===== config.mk =====
export PLATFORM = sky130hd
export DESIGN_NAME = rit_front_flat
export DESIGN_NICKNAME = d
export VERILOG_FILES = /design/src/design/rit_pkg.sv /design/src/design/rit_if.sv /design/src/design/rit_front.sv /design/src/flat_wrapper.sv
export SDC_FILE = /design/constraint.sdc
export NUM_CORES = 1
export LEC_CHECK = 0
export ABC_AREA = 1
export BUFFER_PORTS_ARGS = -buffer_cell sky130_fd_sc_hd__buf_2
export CAP_MARGIN = 20
export CORE_MARGIN = 4
export CORE_UTILIZATION = 56
export DETAILED_ROUTE_END_ITERATION = 16
export GPL_ROUTABILITY_DRIVEN = 0
export PLACE_DENSITY = 0.79
export RECOVER_POWER = 50
export SYNTH_ARGS = -nofsm -noshare
export SYNTH_HDL_FRONTEND = slang
export SYNTH_SLANG_ARGS = --single-unit

===== constraint.sdc =====
create_clock -name i_clk -period 7.9 [get_ports i_clk]
set_input_delay 1.58 -clock i_clk [delete_from_list [all_inputs] [get_ports i_clk]]
set_output_delay 1.58 -clock i_clk [all_outputs]
set_load 0.01 [all_outputs]

===== src/design/rit_pkg.sv =====
// Shared constants, command type and register indexes of the RGB image transpose core.
`default_nettype none

package rit_pkg;

    localparam int MAX_DIM     = 256;
    localparam int MAX_PIXELS  = 65536;

    localparam int DIM_W       = $clog2(MAX_DIM) + 1;
    localparam int COORD_W     = $clog2(MAX_DIM);
    localparam int ADDR_W      = $clog2(MAX_PIXELS);
    localparam int COUNT_W     = ADDR_W + 1;
    localparam int CHAN_W      = 8;
    localparam int PIX_W       = 3 * CHAN_W;
    localparam int CFG_IDX_W   = 2;

    localparam int QUEUE_DEPTH = 4;
    localparam int QUEUE_AW    = $clog2(QUEUE_DEPTH);
    localparam int QUEUE_CW    = QUEUE_AW + 1;

    localparam logic [DIM_W-1:0] DIM_RESET = DIM_W'(MAX_DIM);

    localparam logic [CFG_IDX_W-1:0] REG_IMAGE_WIDTH  = CFG_IDX_W'(0);
    localparam logic [CFG_IDX_W-1:0] REG_IMAGE_HEIGHT = CFG_IDX_W'(1);

    localparam logic ACT_LOAD  = 1'b0;
    localparam logic ACT_FETCH = 1'b1;

    typedef struct packed {
        logic              is_read;
        logic              last;
        logic [ADDR_W-1:0] addr;
        logic [PIX_W-1:0]  pix;
    } t_cmd;

endpackage

`default_nettype wire


===== src/design/rit_if.sv =====
// Channel interfaces of the RGB image transpose core: configuration, pixel in, pixel out.
`default_nettype none

interface rit_cfg_if import rit_pkg::*; ();
    logic                 valid;
    logic                 ready;
    logic [CFG_IDX_W-1:0] index;
    logic [DIM_W-1:0]     data;

    modport source (output valid, output index, output data, input ready);
    modport sink (input valid, input index, input data, output ready);
endinterface

interface rit_pix_in_if import rit_pkg::*; ();
    logic              valid;
    logic              ready;
    logic              action;
    logic [CHAN_W-1:0] red_in;
    logic [CHAN_W-1:0] green_in;
    logic [CHAN_W-1:0] blue_in;

    modport source (output valid, output action, output red_in, output green_in,
                    output blue_in, input ready);
    modport sink (input valid, input action, input red_in, input green_in,
                  input blue_in, output ready);
endinterface


`default_nettype wire


===== src/design/rit_front.sv =====
// Front end: configuration registers, frame counters and command issue.
`default_nettype none

module rit_front import rit_pkg::*; (
    input  wire logic   i_clk,
    input  wire logic   i_rst_n,
    rit_cfg_if.sink     i_cfg,
    rit_pix_in_if.sink  i_pix,
    input  wire logic   i_queue_full,
    output      logic   o_push,
    output      t_cmd   o_cmd
);

    logic [DIM_W-1:0]   r_image_width;
    logic [DIM_W-1:0]   r_image_height;
    logic [COUNT_W-1:0] r_count, n_count;
    logic [COORD_W-1:0] r_col, n_col;
    logic [COORD_W-1:0] r_row, n_row;
    logic               r_full, n_full;

    logic [DIM_W-1:0]     w_dim;
    logic [DIM_W-1:0]     h_dim;
    logic [2*DIM_W-1:0]   total_prod;
    logic [COUNT_W-1:0]   total;
    logic [COORD_W+DIM_W-1:0] row_base;
    logic [COORD_W+DIM_W-1:0] rd_addr_full;
    logic                 accept;
    logic                 row_wrap;
    logic                 col_wrap;

    function automatic logic [DIM_W-1:0] clamp_dim(input logic [DIM_W-1:0] v);
        logic [DIM_W-1:0] res;
        res = v;
        if (v == '0) begin
            res = DIM_W'(1);
        end else if (v > DIM_RESET) begin
            res = DIM_RESET;
        end
        return res;
    endfunction

    assign w_dim        = clamp_dim(r_image_width);
    assign h_dim        = clamp_dim(r_image_height);
    assign total_prod   = w_dim * h_dim;
    assign total        = total_prod[COUNT_W-1:0];
    assign row_base     = r_row * w_dim;
    assign rd_addr_full = row_base + (COORD_W+DIM_W)'(r_col);
    assign row_wrap     = ({1'b0, r_row} + DIM_W'(1)) >= h_dim;
    assign col_wrap     = ({1'b0, r_col} + DIM_W'(1)) >= w_dim;

    assign i_cfg.ready  = 1'b1;
    assign i_pix.ready  = !i_queue_full;
    assign accept       = i_pix.valid && !i_queue_full;

    always_comb begin
        n_count     = r_count;
        n_col       = r_col;
        n_row       = r_row;
        n_full      = r_full;
        o_push      = 1'b0;
        o_cmd.is_read = 1'b0;
        o_cmd.last  = 1'b0;
        o_cmd.addr  = r_count[ADDR_W-1:0];
        o_cmd.pix   = {i_pix.red_in, i_pix.green_in, i_pix.blue_in};
        if (accept) begin
            unique case (i_pix.action)
                ACT_LOAD: begin
                    if (!r_full) begin
                        o_push = !r_count[COUNT_W-1];
                        if (r_count < total) begin
                            n_count = r_count + COUNT_W'(1);
                        end
                        if (n_count >= total) begin
                            n_full = 1'b1;
                            n_col  = '0;
                            n_row  = '0;
                        end
                    end
                end
                ACT_FETCH: begin
                    if (r_full) begin
                        o_push        = 1'b1;
                        o_cmd.is_read = 1'b1;
                        o_cmd.addr    = rd_addr_full[ADDR_W-1:0];
                        if (row_wrap) begin
                            n_row = '0;
                            if (col_wrap) begin
                                o_cmd.last = 1'b1;
                                n_col      = '0;
                                n_full     = 1'b0;
                                n_count    = '0;
                            end else begin
                                n_col = r_col + COORD_W'(1);
                            end
                        end else begin
                            n_row = r_row + COORD_W'(1);
                        end
                    end
                end
                default: begin
                end
            endcase
        end
    end

    always_ff @(posedge i_clk) begin
        if (!i_rst_n) begin
            r_image_width  <= DIM_RESET;
            r_image_height <= DIM_RESET;
            r_count        <= '0;
            r_col          <= '0;
            r_row          <= '0;
            r_full         <= 1'b0;
        end else begin
            r_count <= n_count;
            r_col   <= n_col;
            r_row   <= n_row;
            r_full  <= n_full;
            if (i_cfg.valid) begin
                unique case (i_cfg.index)
                    REG_IMAGE_WIDTH:  r_image_width  <= i_cfg.data;
                    REG_IMAGE_HEIGHT: r_image_height <= i_cfg.data;
                    default: begin
                    end
                endcase
            end
        end
    end

endmodule

`default_nettype wire


===== src/flat_wrapper.sv =====
// flat-port wrapper written by rule: the top's interface ports become plain ports
module rit_front_flat import rit_pkg::*;
  (i_clk, i_rst_n, i_queue_full, o_push, o_cmd, i_cfg_valid, i_cfg_index, i_cfg_data, i_cfg_ready, i_pix_valid, i_pix_action, i_pix_red_in, i_pix_green_in, i_pix_blue_in, i_pix_ready);
  rit_cfg_if i_cfg_i ();
  rit_pix_in_if i_pix_i ();
  input  wire logic i_clk;
  input  wire logic i_rst_n;
  input  wire logic i_queue_full;
  output      logic o_push;
  output      t_cmd o_cmd;
  input wire logic [$bits(i_cfg_i.valid)-1:0] i_cfg_valid;
  input wire logic [$bits(i_cfg_i.index)-1:0] i_cfg_index;
  input wire logic [$bits(i_cfg_i.data)-1:0] i_cfg_data;
  output wire logic [$bits(i_cfg_i.ready)-1:0] i_cfg_ready;
  input wire logic [$bits(i_pix_i.valid)-1:0] i_pix_valid;
  input wire logic [$bits(i_pix_i.action)-1:0] i_pix_action;
  input wire logic [$bits(i_pix_i.red_in)-1:0] i_pix_red_in;
  input wire logic [$bits(i_pix_i.green_in)-1:0] i_pix_green_in;
  input wire logic [$bits(i_pix_i.blue_in)-1:0] i_pix_blue_in;
  output wire logic [$bits(i_pix_i.ready)-1:0] i_pix_ready;
  assign i_cfg_i.valid = i_cfg_valid;
  assign i_cfg_i.index = i_cfg_index;
  assign i_cfg_i.data = i_cfg_data;
  assign i_cfg_ready = i_cfg_i.ready;
  assign i_pix_i.valid = i_pix_valid;
  assign i_pix_i.action = i_pix_action;
  assign i_pix_i.red_in = i_pix_red_in;
  assign i_pix_i.green_in = i_pix_green_in;
  assign i_pix_i.blue_in = i_pix_blue_in;
  assign i_pix_ready = i_pix_i.ready;
  rit_front u_core (.i_clk(i_clk), .i_rst_n(i_rst_n), .i_cfg(i_cfg_i), .i_pix(i_pix_i), .i_queue_full(i_queue_full), .o_push(o_push), .o_cmd(o_cmd));
endmodule

==> metrics <==
I/O Buffers=36; Warnings, synthesis=0; critical path type=flip-flop to flip-flop; most numerous cell in the Yosys netlist=nand2_1; status=finished with violations; hold-fix buffers at CTS=0; Max clock buf depth=2; ys flop type=dfxtp_1; Cells after Synth=between 1,000 and 1,500; Syn-to-layout area delta=16.35%; async set or reset register ratio after synthesis=0; Core ar.=16,060 um2; initial antenna violation count=0; register area share after synthesis=0.1121; Avg Cell Area, Syn=approximately 7 um2; largest cells by area after synthesis=fa_1, ha_1, nand2_1, dfxtp_1, inv_1; vias in the first global route=8,434; CTS H-tree depth=2; die span in x=136.8 um; Commonest cells post-synth=nand2_1, inv_1, nor2_1; wire length per cell=17.19 um; Synth Register Bits=52; residual DRC count=0; fmax=between 100 and 150 MHz; Max Cap Viol=0; violated checks=setup timing; cell repeated most along the worst path=nand2_2; GR Overflow Total=0; Worst IR Drop VDD=between 80 and 90 uV; final net count=roughly 1,600; worst path bufs/invs=8; cell count after placement=around 1,600; CP Launch Type=flip-flop; DRT antenna net count=0; pre-CTS setup slack=-0.1247 ns; # diodes=0; clk sinks=52; Post-Route WL=~28,000 um; Slew Viols, Final=0; via count of the routed design=9,033; critical path's top delay family=adder cells; post-DP HPWL=between 15,000 and 20,000 um; Final WS setup=-0.2272 ns; Final setup viols=16; Yosys cell types=around 40; clock root cell=clkbuf_16; Die Height=between 100 and 150 um; I/O pins=86; final worst path period need=between 8 and 9 ns; Worst EP required=a little over 8 ns; CTS tree=yes; power density cells=~78 nW/um2; Critical Path Fanout Max=8; via/cell ratio=about 5.6; Max-slew headroom=0.2252; share of cells above drive strength 1=0.1893; CTS buffer count=5; Skew-Pair Late Insertion Delay=between 0.3 and 0.4 ns; first-pass GRT wire length=between 30,000 and 40,000 um; Post-Layout Cell Count=roughly 1,600; std cell rows=46; hold_ws=slightly below 0.5 ns; CP peak stage delay=~0.53 ns; 1st-iter DRT viols=approximately 1,100; Max stage delay cell, worst path=fa_1; DR pass1 iterations=6; share of Yosys cell area claimed by the top area cell type=0.2113; Post-Syn Area=around 9300 um2; Synth area leader=fa_1; Initial Utilization=0.5782; largest net degree at the start of global routing=36; Worst-path clk slew=0.08 ns; Clock Skews=around 0.012 ns; die area=~19,000 um2; leakage power=between 5 and 6 nW; Worst Hold Class=flip-flop to flip-flop; post-synthesis net count=approximately 1,600; Post-synth EDFFs=0; part of the cycle the worst path needs=1.029; Worst EP arrival=between 8 and 9 ns; Least-Margin Pin Slew=between 1 and 1.5 ns; CP Capture Type=flip-flop; number of hold violations in the final report=0; RSZ-0062 raised after global routing=yes; gr usage total=0.2674
## sequential cells by signal, summed over array words and instances, names as in the netlist
signal,flops
u_core.r_row,8
u_core.r_image_width,9
u_core.r_count,17
u_core.r_full,1
u_core.r_image_height,9
u_core.r_col,8
## cell type report
class                      count  area, um2
inverter                     249      937.1
timing repair buffer         101      700.7
clock buffer                   6      128.9
tap                          216      270.3
multi-input combinational    974       7676
fill                        1220       5256
clock inverter                 2      38.79
sequential                    52       1050
## kinds of logic after synthesis
| logic type | share of synthesized area |
|---|---|
| compound gates | 0.06833 |
| simple gates | 0.2594 |
| other cells | 0.0004039 |
| buf+inv | 0.1364 |
| fa+ha+maj | 0.3771 |
| flops | 0.1121 |
| xor+xnor | 0.04623 |
## worst paths after layout
path / from / to / slack, ns / depth (start not counted)
worst min-delay path: u_core.r_col[7] / u_core.r_col[7] / 0.49 / 2
worst max-delay path: u_core.r_image_width[1] / u_core.r_col[1] / -0.23 / 52
worst min register to register: u_core.r_col[7] / u_core.r_col[7] / 0.49 / 2
worst max register to register: u_core.r_image_width[1] / u_core.r_col[1] / -0.23 / 52
## where the power goes
part / leakage [nW] / internal [W] / switching [W]
registers: 0.424 / 0.000271 / 0.0000140
clock network: 0.0815 / 0.000151 / 0.000112
logic: 5.26 / 0.000108 / 0.000189
total: 5.76 / 0.000530 / 0.000314
## per-stage QoR
stage,utilization,TNS (ns),total power (W),instance area (um2)
2_1_floorplan,-,0,0.0004666,9284
3_3_place_gp,0.6043,0,0.0005148,9703
3_5_place_dp,0.6043,-1.254,0.0005194,9703
4_1_cts,0.6161,0,0.0007802,9893
5_1_grt,0.6727,-8.961,0.0008825,10800
6_report,0.6727,-2.883,0.0008447,10800
## repair_timing
item / 4_1_cts / 5_1_grt
endpoints found under the setup margin: 13 / 19
resized for setup: 5 / 173
pin swaps: 1 / 70
cloned: 0 / 2
setup buffers: 1 / 24
## worst min-delay path: cells and delay by family, from the launching register on
family / cells / cell delay [ns]
and+or+nand+nor: 2 / 0.14
DFF: 1 / 0.32
## layer usage
metal  part of all wire  track usage  up-vias
li1                   -            -     4165
met4              0.056       0.1069        0
met3              0.081      0.03640      147
met5                  0            0        -
met1               0.38       0.3476     4244
met2               0.48       0.4502      477
## layout by cell type, fill, tap and decap left out, types with 3 or more instances in the layout
cell         n
o21ai_0     39
nand2_4     17
nand2_2     30
nor2_4       6
nand2_8      4
inv_2       16
a21oi_2     10
xnor2_1     12
nand3_2      7
buf_4       57
clkinv_1     3
dfxtp_2      4
ha_4        15
buf_6        7
fa_1        97
o21ai_2      4
a21oi_1     42
clkbuf_16    5
nand3b_1     3
nand2_1    263
nor3_1      15
a31oi_1      6
ha_1       106
dfxtp_1     47
nand3_1     37
xor2_1      34
inv_1      229
nand4_1      8
buf_2       35
nor2_2      20
nor2_1     168
(Power assumes the default switching activity.)
