File: config.mk
export PLATFORM = sky130hd
export DESIGN_NAME = rit_queue
export DESIGN_NICKNAME = d
export VERILOG_FILES = /design/src/design/rit_pkg.sv /design/src/design/rit_queue.sv
export SDC_FILE = /design/constraint.sdc
export NUM_CORES = 1
export LEC_CHECK = 0
export CORE_ASPECT_RATIO = 2
export CORE_MARGIN = 8
export CORE_UTILIZATION = 41
export CTS_BUF_LIST = sky130_fd_sc_hd__clkbuf_16
export CTS_CLUSTER_SIZE = 20
export DETAILED_ROUTE_END_ITERATION = 8
export DONT_BUFFER_PORTS = 1
export SLEW_MARGIN = 20
export SYNTH_ARGS = -nofsm -noshare
export SYNTH_HDL_FRONTEND = slang
export SYNTH_SLANG_ARGS = --single-unit
File: constraint.sdc
create_clock -name i_clk -period 2.8 [get_ports i_clk]
set_input_delay 0.28 -clock i_clk [delete_from_list [all_inputs] [get_ports i_clk]]
set_output_delay 0.28 -clock i_clk [all_outputs]
set_load 0.05 [all_outputs]
File: src/design/rit_pkg.sv
// Shared constants, command type and register indexes of the RGB image transpose core.
`default_nettype none

package rit_pkg;

    localparam int MAX_DIM     = 256;
    localparam int MAX_PIXELS  = 65536;

    localparam int DIM_W       = $clog2(MAX_DIM) + 1;
    localparam int COORD_W     = $clog2(MAX_DIM);
    localparam int ADDR_W      = $clog2(MAX_PIXELS);
    localparam int COUNT_W     = ADDR_W + 1;
    localparam int CHAN_W      = 8;
    localparam int PIX_W       = 3 * CHAN_W;
    localparam int CFG_IDX_W   = 2;

    localparam int QUEUE_DEPTH = 4;
    localparam int QUEUE_AW    = $clog2(QUEUE_DEPTH);
    localparam int QUEUE_CW    = QUEUE_AW + 1;

    localparam logic [DIM_W-1:0] DIM_RESET = DIM_W'(MAX_DIM);

    localparam logic [CFG_IDX_W-1:0] REG_IMAGE_WIDTH  = CFG_IDX_W'(0);
    localparam logic [CFG_IDX_W-1:0] REG_IMAGE_HEIGHT = CFG_IDX_W'(1);

    localparam logic ACT_LOAD  = 1'b0;
    localparam logic ACT_FETCH = 1'b1;

    typedef struct packed {
        logic              is_read;
        logic              last;
        logic [ADDR_W-1:0] addr;
        logic [PIX_W-1:0]  pix;
    } t_cmd;

endpackage

`default_nettype wire

File: src/design/rit_queue.sv
// Command queue between front end and back end.
`default_nettype none

module rit_queue import rit_pkg::*; (
    input  wire logic i_clk,
    input  wire logic i_rst_n,
    input  wire logic i_push,
    input  wire t_cmd i_cmd,
    input  wire logic i_pop,
    output      logic o_valid,
    output      logic o_full,
    output      t_cmd o_cmd
);

    t_cmd                r_entries [QUEUE_DEPTH];
    logic [QUEUE_AW-1:0] r_wr_ptr;
    logic [QUEUE_AW-1:0] r_rd_ptr;
    logic [QUEUE_CW-1:0] r_count;
    logic                do_pop;

    assign o_valid = r_count != '0;
    assign o_full  = r_count == QUEUE_CW'(QUEUE_DEPTH);
    assign o_cmd   = r_entries[r_rd_ptr];
    assign do_pop  = i_pop && o_valid;

    always_ff @(posedge i_clk) begin
        if (i_push) begin
            r_entries[r_wr_ptr] <= i_cmd;
        end
    end

    always_ff @(posedge i_clk) begin
        if (!i_rst_n) begin
            r_wr_ptr <= '0;
            r_rd_ptr <= '0;
            r_count  <= '0;
        end else begin
            if (i_push) begin
                r_wr_ptr <= r_wr_ptr + QUEUE_AW'(1);
            end
            if (do_pop) begin
                r_rd_ptr <= r_rd_ptr + QUEUE_AW'(1);
            end
            if (i_push && !do_pop) begin
                r_count <= r_count + QUEUE_CW'(1);
            end else if (do_pop && !i_push) begin
                r_count <= r_count - QUEUE_CW'(1);
            end
        end
    end

    a_no_overflow: assert property (@(posedge i_clk) disable iff (!i_rst_n)
        i_push |-> (!o_full || do_pop))
        else $error("command pushed into full queue");

    a_count_bound: assert property (@(posedge i_clk) disable iff (!i_rst_n)
        r_count <= QUEUE_CW'(QUEUE_DEPTH))
        else $error("queue count beyond depth");

endmodule

`default_nettype wire

==> results of run 1 <==
==> layer usage <==
metal / share of wire / GRT usage / vias to the layer above / routed length (um)
met5: 0 / 0 / - / 0
met4: 0.026 / 0.06247 / 0 / 311
met3: 0.066 / 0.04782 / 24 / 777
met2: 0.57 / 0.2174 / 84 / 6690
met1: 0.34 / 0.1151 / 1465 / 4040
li1: - / - / 1225 / -
==> worst max-delay path: stages, from the launching register on <==
cell and delay (ns):
dfxtp_4 0.61, buf_12 0.28, mux4_2 0.71
==> kinds of logic after synthesis <==
family,after synthesis,synth area share
simple gates,14,0.01348
fa+ha+maj,6,0.01253
compound gates,4,0.007595
buf+inv,13,0.01918
mux,44,0.1477
xor+xnor,5,0.006646
flops,177,0.7929
==> final cells by class <==
class                   count  area [um^2]
diodes                      1        2.502
repair buffers             49        525.5
multi-input cells          73         1249
flip-flops and latches    177         5230
clock inverters            15        195.2
well taps                 201        251.5
clock buffers              17        425.4
fillers                  1295         7888
inverters                   3        11.26
==> cells in the final DEF, fill, tap and decap left out <==
master         synthesis  layout
edfxtp_1             168     168
dlygate4sd3_1          0      43
mux4_2                40      40
clkbuf_16              0      17
dfxtp_1                9       7
inv_1                  3       6
and2_1                 9       5
ha_1                   5       5
and2_2                 0       4
bufinv_16              0       4
clkinv_4               0       4
buf_12                 4       4
xnor2_1                3       3
or3_1                  2       2
mux4_1                 2       2
xor2_1                 2       2
mux2i_1                2       2
nor2b_1                2       2
clkinvlp_4             0       2
buf_4                  0       2
diode_2                0       1
o31ai_4                1       1
nor3b_2                0       1
o311ai_2               1       1
o21ai_0                1       1
a21boi_0               1       1
fa_1                   1       1
dfxtp_4                0       1
dfxtp_2                0       1
inv_6                  0       1
clkinv_2               0       1
==> stage by stage <==
| step | power (uW) | util | instances |
|---|---|---|---|
| finish | 7651 | 0.5001 | 536 |
| global route | 7927 | 0.5001 | 536 |
| CTS | 7782 | 0.4999 | 535 |
| detailed placement | 5256 | 0.4333 | 460 |
| global placement | 5218 | 0.4333 | 460 |
| floorplan | 5071 | - | 263 |
==> sequential cells by signal (all words and copies together) (netlist names), named ones only <==
register	cells
r_count	3
r_entries	168
r_rd_ptr	2
r_wr_ptr	2
==> worst paths after layout <==
| kind | from | end | slack (ns) | depth (start not counted) |
|---|---|---|---|---|
| max | flip-flop | o_cmd[4] | 0.47 | 2 |
| min | i_rst_n | r_rd_ptr[1] | 0.03 | 1 |
| max reg2reg | r_count[1] | r_count[2] | 0.63 | 7 |
| min reg2reg | r_rd_ptr[1] | flip-flop | 0.61 | 2 |
==> power breakdown <==
| group | internal [uW] | switching, uW |
|---|---|---|
| Sequential | 3060 | 172 |
| Combinational | 608 | 1370 |
| Clock | 1490 | 950 |
==> results.toml, run 1 <==
[synth]
synth_cells = 263
synth_common_cells = "edfxtp_1 (168), mux4_2 (40), and2_1 (9), dfxtp_1 (9), ha_1 (5)"
synth_flop_cell = "edfxtp_1"
async_reset_ff_frac = 0
synth-warning-count = 0
synth-edff-count = 168
synth_cell_types = 22
synthTopCellsByArea = "edfxtp_1 (77%), mux4_2 (14%), dfxtp_1 (2.7%), buf_12 (1.2%), ha_1 (0.95%)"
yosys.area.top_type = "edfxtp_1"
seq_area_frac_synth = 0.7929
netlist_area_um2 = 6590
syn_nets = 315
ys_ff_latch = 177
syn_avg_cell_area_um2 = 25.06
yosysMostFrequentCell = "edfxtp_1"
netlist.area_leader.share = 0.7655

[clocking]
post_cts_buffers = 0
clkSinkCount = 177
clkTransAtPathRegs_ns = 0.07
post_cts_resized = 0
h-tree-depth = 4
cts_tree = "done"
cts_hold_buf = 43
clock_latency_ns = 0.42
clk_path_buf_depth = 2
clockRootBuffer = "clkbuf_16"
cts_made_buffers = 17

[grt]
antenna_found_initial = 1
grt_pass1_wl_mm = 18.28
grt_pass1_vias = 3267
grt_use_total = 0.1214
grt_max_degree = 43
gr-total-overflow = 0

[cells_and_area]
fin_nets = 373
stdcell_area_um2 = 7890
drive_above_1_share = 0.2515
area_growth_pct = 19.73

[timing]
hold_violations = 0
slew_viol_final = 0
tightest_slew_ns = 0.8399
setup_viol = 0
period_share = 0.8322
timing.fmax_mhz = 429.2
holdWs_ns = 0.02724
skew_ns = 0.01081
setup-tns-final_ns = 0
rsz0062_at_grt = "false"
fin_ws_ns = 0.4699
fin_crit_ns = 2.330
slew-limit-headroom = 0.4376

[route]
ant_nets = 0
wirelength_mm = 11.82
drcViolationCount = 0
drt-pass1-iter-count = 4
dr_total_vias = 2798
drt_iter0_drc = 82
avgRoutedWirePerCell_um = 22.05
viasPerCell = 5.220

[worst_hold_path]
hp-class = "in -> reg"

[place]
place_area_um2 = 6837
place_ws_ns = 0.6093
gp_congestion = 0.6859
portBuffers = 0
dp.final_hpwl_mm = 7.307

[status]
outcome = "finished clean"

[critical_path]
crit_type = "reg -> out"
path_max_fanout = 24
cp-end-kind = "output port"
required_ns = 2.52
crit_path_start_kind = "flip-flop"
cp.arrival_ns = 2.05

[die]
die_area_um2 = 20630
die_w_um = 105.6
start_util = 0.4177
fp-row-count = 65
die_h_um = 195.3
ios = 90
core_um2 = 15780

[power_and_ir_drop]
ir_drop_mv = 0.5059
p_per_area_nw_per_um2 = 969.8
p_leak_uw = 0.002510

[job]
cap_violations = 0
Power figures use the tool's default switching activity.
==> run 2: changes to the inputs <==
==> constraint.sdc (replaced) <==
create_clock -name i_clk -period 2 [get_ports i_clk]
set_input_delay 0.2 -clock i_clk [delete_from_list [all_inputs] [get_ports i_clk]]
set_output_delay 0.2 -clock i_clk [all_outputs]
set_load 0.05 [all_outputs]
==> run 2 against run 1 <==
The flow now finishes with violations (negative setup slack). Global-route usage is 0.12 points higher. Non-clock buffer count is 18 higher. Sequential cell count did not move. Clock skew up 0.0017 ns. Worst setup slack worse by 0.47 ns. Sequential power is 36% higher. Core utilization grew 1.1 points. Wire length grew 0.96%. Count of clock-buffer cells in the layout did not move. Critical path type unchanged. Largest power group unchanged. Highest routed layer unchanged.
==> results.toml, run 2 (synthesis results as in run 1) <==
[grt]
antenna_found_initial = 0
grt_pass1_vias = 3228
grt_max_degree = 43
gr-total-overflow = 0
grt_use_total = 0.1225
grt_pass1_wl_mm = 18.68

[timing]
slew_viol_final = 0
tightest_slew_ns = 0.4781
slew-limit-headroom = 0.6819
timing.fmax_mhz = 499.4
rsz0062_at_grt = "true"
fin_ws_ns = -0.002478
fin_crit_ns = 2.002
setup_viol = 1
period_share = 1.001
skew_ns = 0.01247
hold_violations = 0

[critical_path]
crit_type = "reg -> out"
crit_path_start_kind = "flip-flop"
cp.arrival_ns = 1.80
path_max_fanout = 11
cp-end-kind = "output port"
required_ns = 1.80

[cells_and_area]
fin_nets = 391
final_common_cell = "edfxtp_1"
area_growth_pct = 22.42
mostFrequentLayoutCells = "edfxtp_1 (168), dlygate4sd3_1 (44), mux4_2 (40)"
largest_reg_flops = 168
drive_above_1_share = 0.3040
diodes = 0
stdcell_area_um2 = 8068
top_regs = "r_entries (168), r_count (3)"
top_register = "r_entries"

[route]
drt-pass1-iter-count = 4
ant_nets = 0
avgRoutedWirePerCell_um = 21.58
wirelength_mm = 11.93
viasPerCell = 5.101
drt_iter0_drc = 100
drcViolationCount = 0
dr_total_vias = 2821

[clocking]
clock_latency_ns = 0.42
clkSinkCount = 177
cts_made_buffers = 17
h-tree-depth = 4
clkTransAtPathRegs_ns = 0.07
clk_path_buf_depth = 2
cts_tree = "done"
clockRootBuffer = "clkbuf_16"

[die]
core_um2 = 15780
start_util = 0.4177
die_w_um = 105.6
ios = 90
die_area_um2 = 20630
die_h_um = 195.3
fp-row-count = 65

[place]
gp_congestion = 0.6979
dp.final_hpwl_mm = 7.557
place_ws_ns = -0.007790
place_area_um2 = 6944
portBuffers = 0

[power_and_ir_drop]
p_per_area_nw_per_um2 = 1342
ir_drop_mv = 0.6284
p_leak_uw = 0.002600

[job]
cap_violations = 0

[status]
outcome = "finished with violations"
failed_checks = "negative setup slack"

[worst_hold_path]
hp-class = "in -> reg"
## run 2: cell count changes in the layout (fill, tap and decap cells not counted), sizes merged
cell | before | now
buf | 6 | 22
bufinv | 4 | 2
inv | 7 | 9
bufbuf | 0 | 1
clkinv | 5 | 4
clkinvlp | 2 | 3
diode | 1 | 0
dlygate4sd3 | 43 | 44
## run 2: where the power goes
group	internal [uW]	switching [uW]
combinational	1120	2090
sequential	4290	115
clock	1850	1360
## run 2: repair_timing
| item | in CTS | in global routing |
|---|---|---|
| pin swaps | 2 | 3 |
| hold buffers | 44 | 0 |
| endpoints found under the hold margin | 177 | 0 |
| setup endpoints to repair | 37 | 37 |
| cloned | 1 | 0 |
| setup buffers | 3 | 2 |
| resized for setup | 5 | 2 |
## run 2: worst max-delay path: stages (launching register included)
cell and delay [ns]:
dfxtp_4 0.39, bufbuf_16 0.31, mux4_2 0.68
## run 2: stage by stage
step	TNS [ns]	hold WS [ns]	std cells	utilization	total power (uW)
floorplan	0	0.2989	263	-	7100
global placement	0	0.2991	471	0.4401	7425
detailed placement	-0.007790	0.2991	471	0.4401	7469
CTS	-1.339	0.08345	551	0.5098	10970
global route	-2.134	0.1080	553	0.5113	11230
finish	-0.002478	0.1073	553	0.5113	10830
## run 2: path summary, 6_finish.rpt
path              start          to  slack (ns)  depth (start not counted)
min reg2reg  r_count[2]  r_count[2]        0.54                          2
min               i_pop   flip-flop        0.11                          3
max           flip-flop    o_cmd[6]      -0.002                          2
max reg2reg  r_count[1]  r_count[2]        0.10                          7
## run 2: area by class of cell
| type | instances | area (um^2) |
|---|---|---|
| well taps | 201 | 251.5 |
| repair buffers | 67 | 733.2 |
| inverters | 3 | 11.26 |
| flip-flops and latches | 177 | 5235 |
| clock inverters | 15 | 157.7 |
| multi-input cells | 73 | 1254 |
| fillers | 1275 | 7710 |
| clock buffers | 17 | 425.4 |
## run 2: metal layers
layer	wire length (um)	global-route usage	vias to the layer above
met5	0	0	-
met3	636	0.04485	12
met2	6743	0.2202	58
met4	243	0.05512	0
li1	-	-	1259
met1	4310	0.1211	1492
==> run 3: changes to the inputs <==
--- a/config.mk
+++ b/config.mk
@@ -12,6 +12,7 @@
 export CTS_CLUSTER_SIZE = 20
 export DETAILED_ROUTE_END_ITERATION = 8
 export DONT_BUFFER_PORTS = 1
+export PLACE_DENSITY_LB_ADDON = 0.25
 export SLEW_MARGIN = 20
 export SYNTH_ARGS = -nofsm -noshare
 export SYNTH_HDL_FRONTEND = slang
==> run 3 against run 2 <==
The run now ends clean. Wire length is 1.3% higher. Combinational power shrank 5%. Clock power decreased by 5%. Register-to-register slack about the same. Global-route usage is 0.095 points higher. Highest routed layer unchanged. Via count down 0.43%.
==> results.toml, run 3 (synthesis results as in run 1) <==
[status]
outcome = "finished clean"

[grt]
gr-total-overflow = 0
grt_max_degree = 43
grt_pass1_wl_mm = 18.69
antenna_found_initial = 0
grt_use_total = 0.1235
grt_pass1_vias = 3148

[clocking]
cts_tree = "done"
cts_made_buffers = 17
clkTransAtPathRegs_ns = 0.07
clock_latency_ns = 0.42
clockRootBuffer = "clkbuf_16"
clkSinkCount = 177
clk_path_buf_depth = 2
h-tree-depth = 4

[place]
portBuffers = 0
dp.cells = 467
place_area_um2 = 6902
gp_congestion = 0.6913
place_ws_ns = 0.02315
dp.final_hpwl_mm = 7.291

[cells_and_area]
largest_reg_flops = 168
fin_nets = 385
final_cells = 547
area_growth_pct = 20.45
multi_input_area_um2 = 1254
final_common_cell = "edfxtp_1"
n_fill_cell = 1303
top_regs = "r_entries (168), r_count (3)"
seq_area_um2 = 5234
stdcell_area_um2 = 7938
top_register = "r_entries"
diodes = 0
drive_above_1_share = 0.2861
mostFrequentLayoutCells = "edfxtp_1 (168), dlygate4sd3_1 (45), mux4_2 (40)"

[die]
start_util = 0.4177
ios = 90
die_w_um = 105.6
core_um2 = 15780
die_h_um = 195.3
fp-row-count = 65
die_area_um2 = 20630

[critical_path]
r2r_slack_ns = 0.10
r2r-end = "r_count[2]"
crit_chain = "buf_12 > mux4_2"
cp-end-kind = "output port"
critPathTopFamily = "multiplexers"
ff2ff_path_depth = 7
crit_slowest_cell = "mux4_2"
timing.rr.start = "r_count[2]"
crit_type = "reg -> out"
crit_path_start_kind = "flip-flop"
path_max_fanout = 16
required_ns = 1.80
cp_slowest_stage_delay_ns = 0.70
crit_cells = 2
cp.arrival_ns = 1.74
crit_buf_inv = 1

[power_and_ir_drop]
seqPwrFrac = 0.419
intPower_uw = 6888
p_sw_uw = 3607
ir_drop_mv = 0.8091
combPwrFrac = 0.289
clkPwrFrac = 0.292
p_leak_uw = 0.002528
p_per_area_nw_per_um2 = 1322
p_sw_frac = 0.3436

[timing]
timing.fmax_mhz = 516.8
setup_viol = 0
rsz0062_at_grt = "true"
fin_ws_ns = 0.06494
slew-limit-headroom = 0.5697
period_share = 0.9675
tightest_slew_ns = 0.6454
hold_violations = 0
setup-tns-final_ns = 0
slew_viol_final = 0
fin_crit_ns = 1.935
skew_ns = 0.01134

[route]
wirelength_mm = 12.09
viasPerCell = 5.135
drcViolationCount = 0
dr_total_vias = 2809
drt_iter0_drc = 86
avgRoutedWirePerCell_um = 22.10
ant_nets = 0
drt-pass1-iter-count = 4

[job]
cap_violations = 0

[worst_hold_path]
hold_start = "i_pop"
hold_depth = 3
hp-class = "in -> reg"
run 3: cell types whose count changed in the layout (fill, tap and decap cells not counted), moves of 2 or more:
cell	before	now
clkinv_4	2	4
inv_8	0	3
bufinv_16	2	0
buf_4	15	11
clkinv_2	2	0
inv_6	5	3
run 3: layout make-up:
class                      instances  area share
sequential                       177      0.6594
multi-input combinational         73      0.1579
timing repair buffer              61     0.07976
clock buffer                      17     0.05359
tap                              201     0.03168
clock inverter                    15     0.01624
inverter                           3    0.001419
run 3: power groups by stage:
stage	Sequential (uW)	Clock (uW)	Combinational (uW)
global route	4410	3290	3200
finish	4400	3060	3040
global placement	4510	0	2880
detailed placement	4530	0	2900
floorplan	4440	0	2660
CTS	4400	3160	3100
run 3: worst register-to-register path, stage by stage, from the launching register on:
cell,delay [ns]
dfxtp_4,0.37
o31ai_4,0.26
ha_2,0.22
inv_1,0.05
fa_2,0.33
xor2_1,0.18
or3_1,0.31
a21boi_1,0.12
run 3: per-layer routing:
layer,vias up,wire [um],GRT usage
li1,1255,-,-
met4,0,184,0.05669
met2,55,7009,0.2255
met1,1489,4379,0.1231
met3,10,514,0.03760
met5,-,0,0
run 3: through the flow:
stage / total power, uW / hold WS (ns) / utilization
after floorplan: 7100 / 0.2989 / -
after global placement: 7392 / 0.2991 / 0.4374
after detailed placement: 7434 / 0.2991 / 0.4374
after CTS: 10660 / 0.05638 / 0.5021
after global routing: 10900 / 0.1093 / 0.5031
final: 10490 / 0.09831 / 0.5031
run 3: repair_timing:
item / 4_1_cts / 5_1_grt
pin swaps: 0 / 3
gates resized for setup: 0 / 5
setup buffers: 2 / 1
hold buffers: 45 / 0
endpoints found under the hold margin: 177 / 0
setup endpoints to repair: 33 / 10
run 3: how the worst max path moves through the flow:
stage / startpoint / end / slack [ns]
after floorplan: r_wr_ptr[0] / r_entries[2][0] / 0.04
after global placement: r_count[1] / r_count[2] / 0.10
after detailed placement: r_count[1] / r_count[2] / 0.02
after CTS: r_count[1] / r_count[2] / 0.006
after global routing: flip-flop / o_cmd[40] / -0.01
final: flip-flop / o_cmd[40] / 0.06
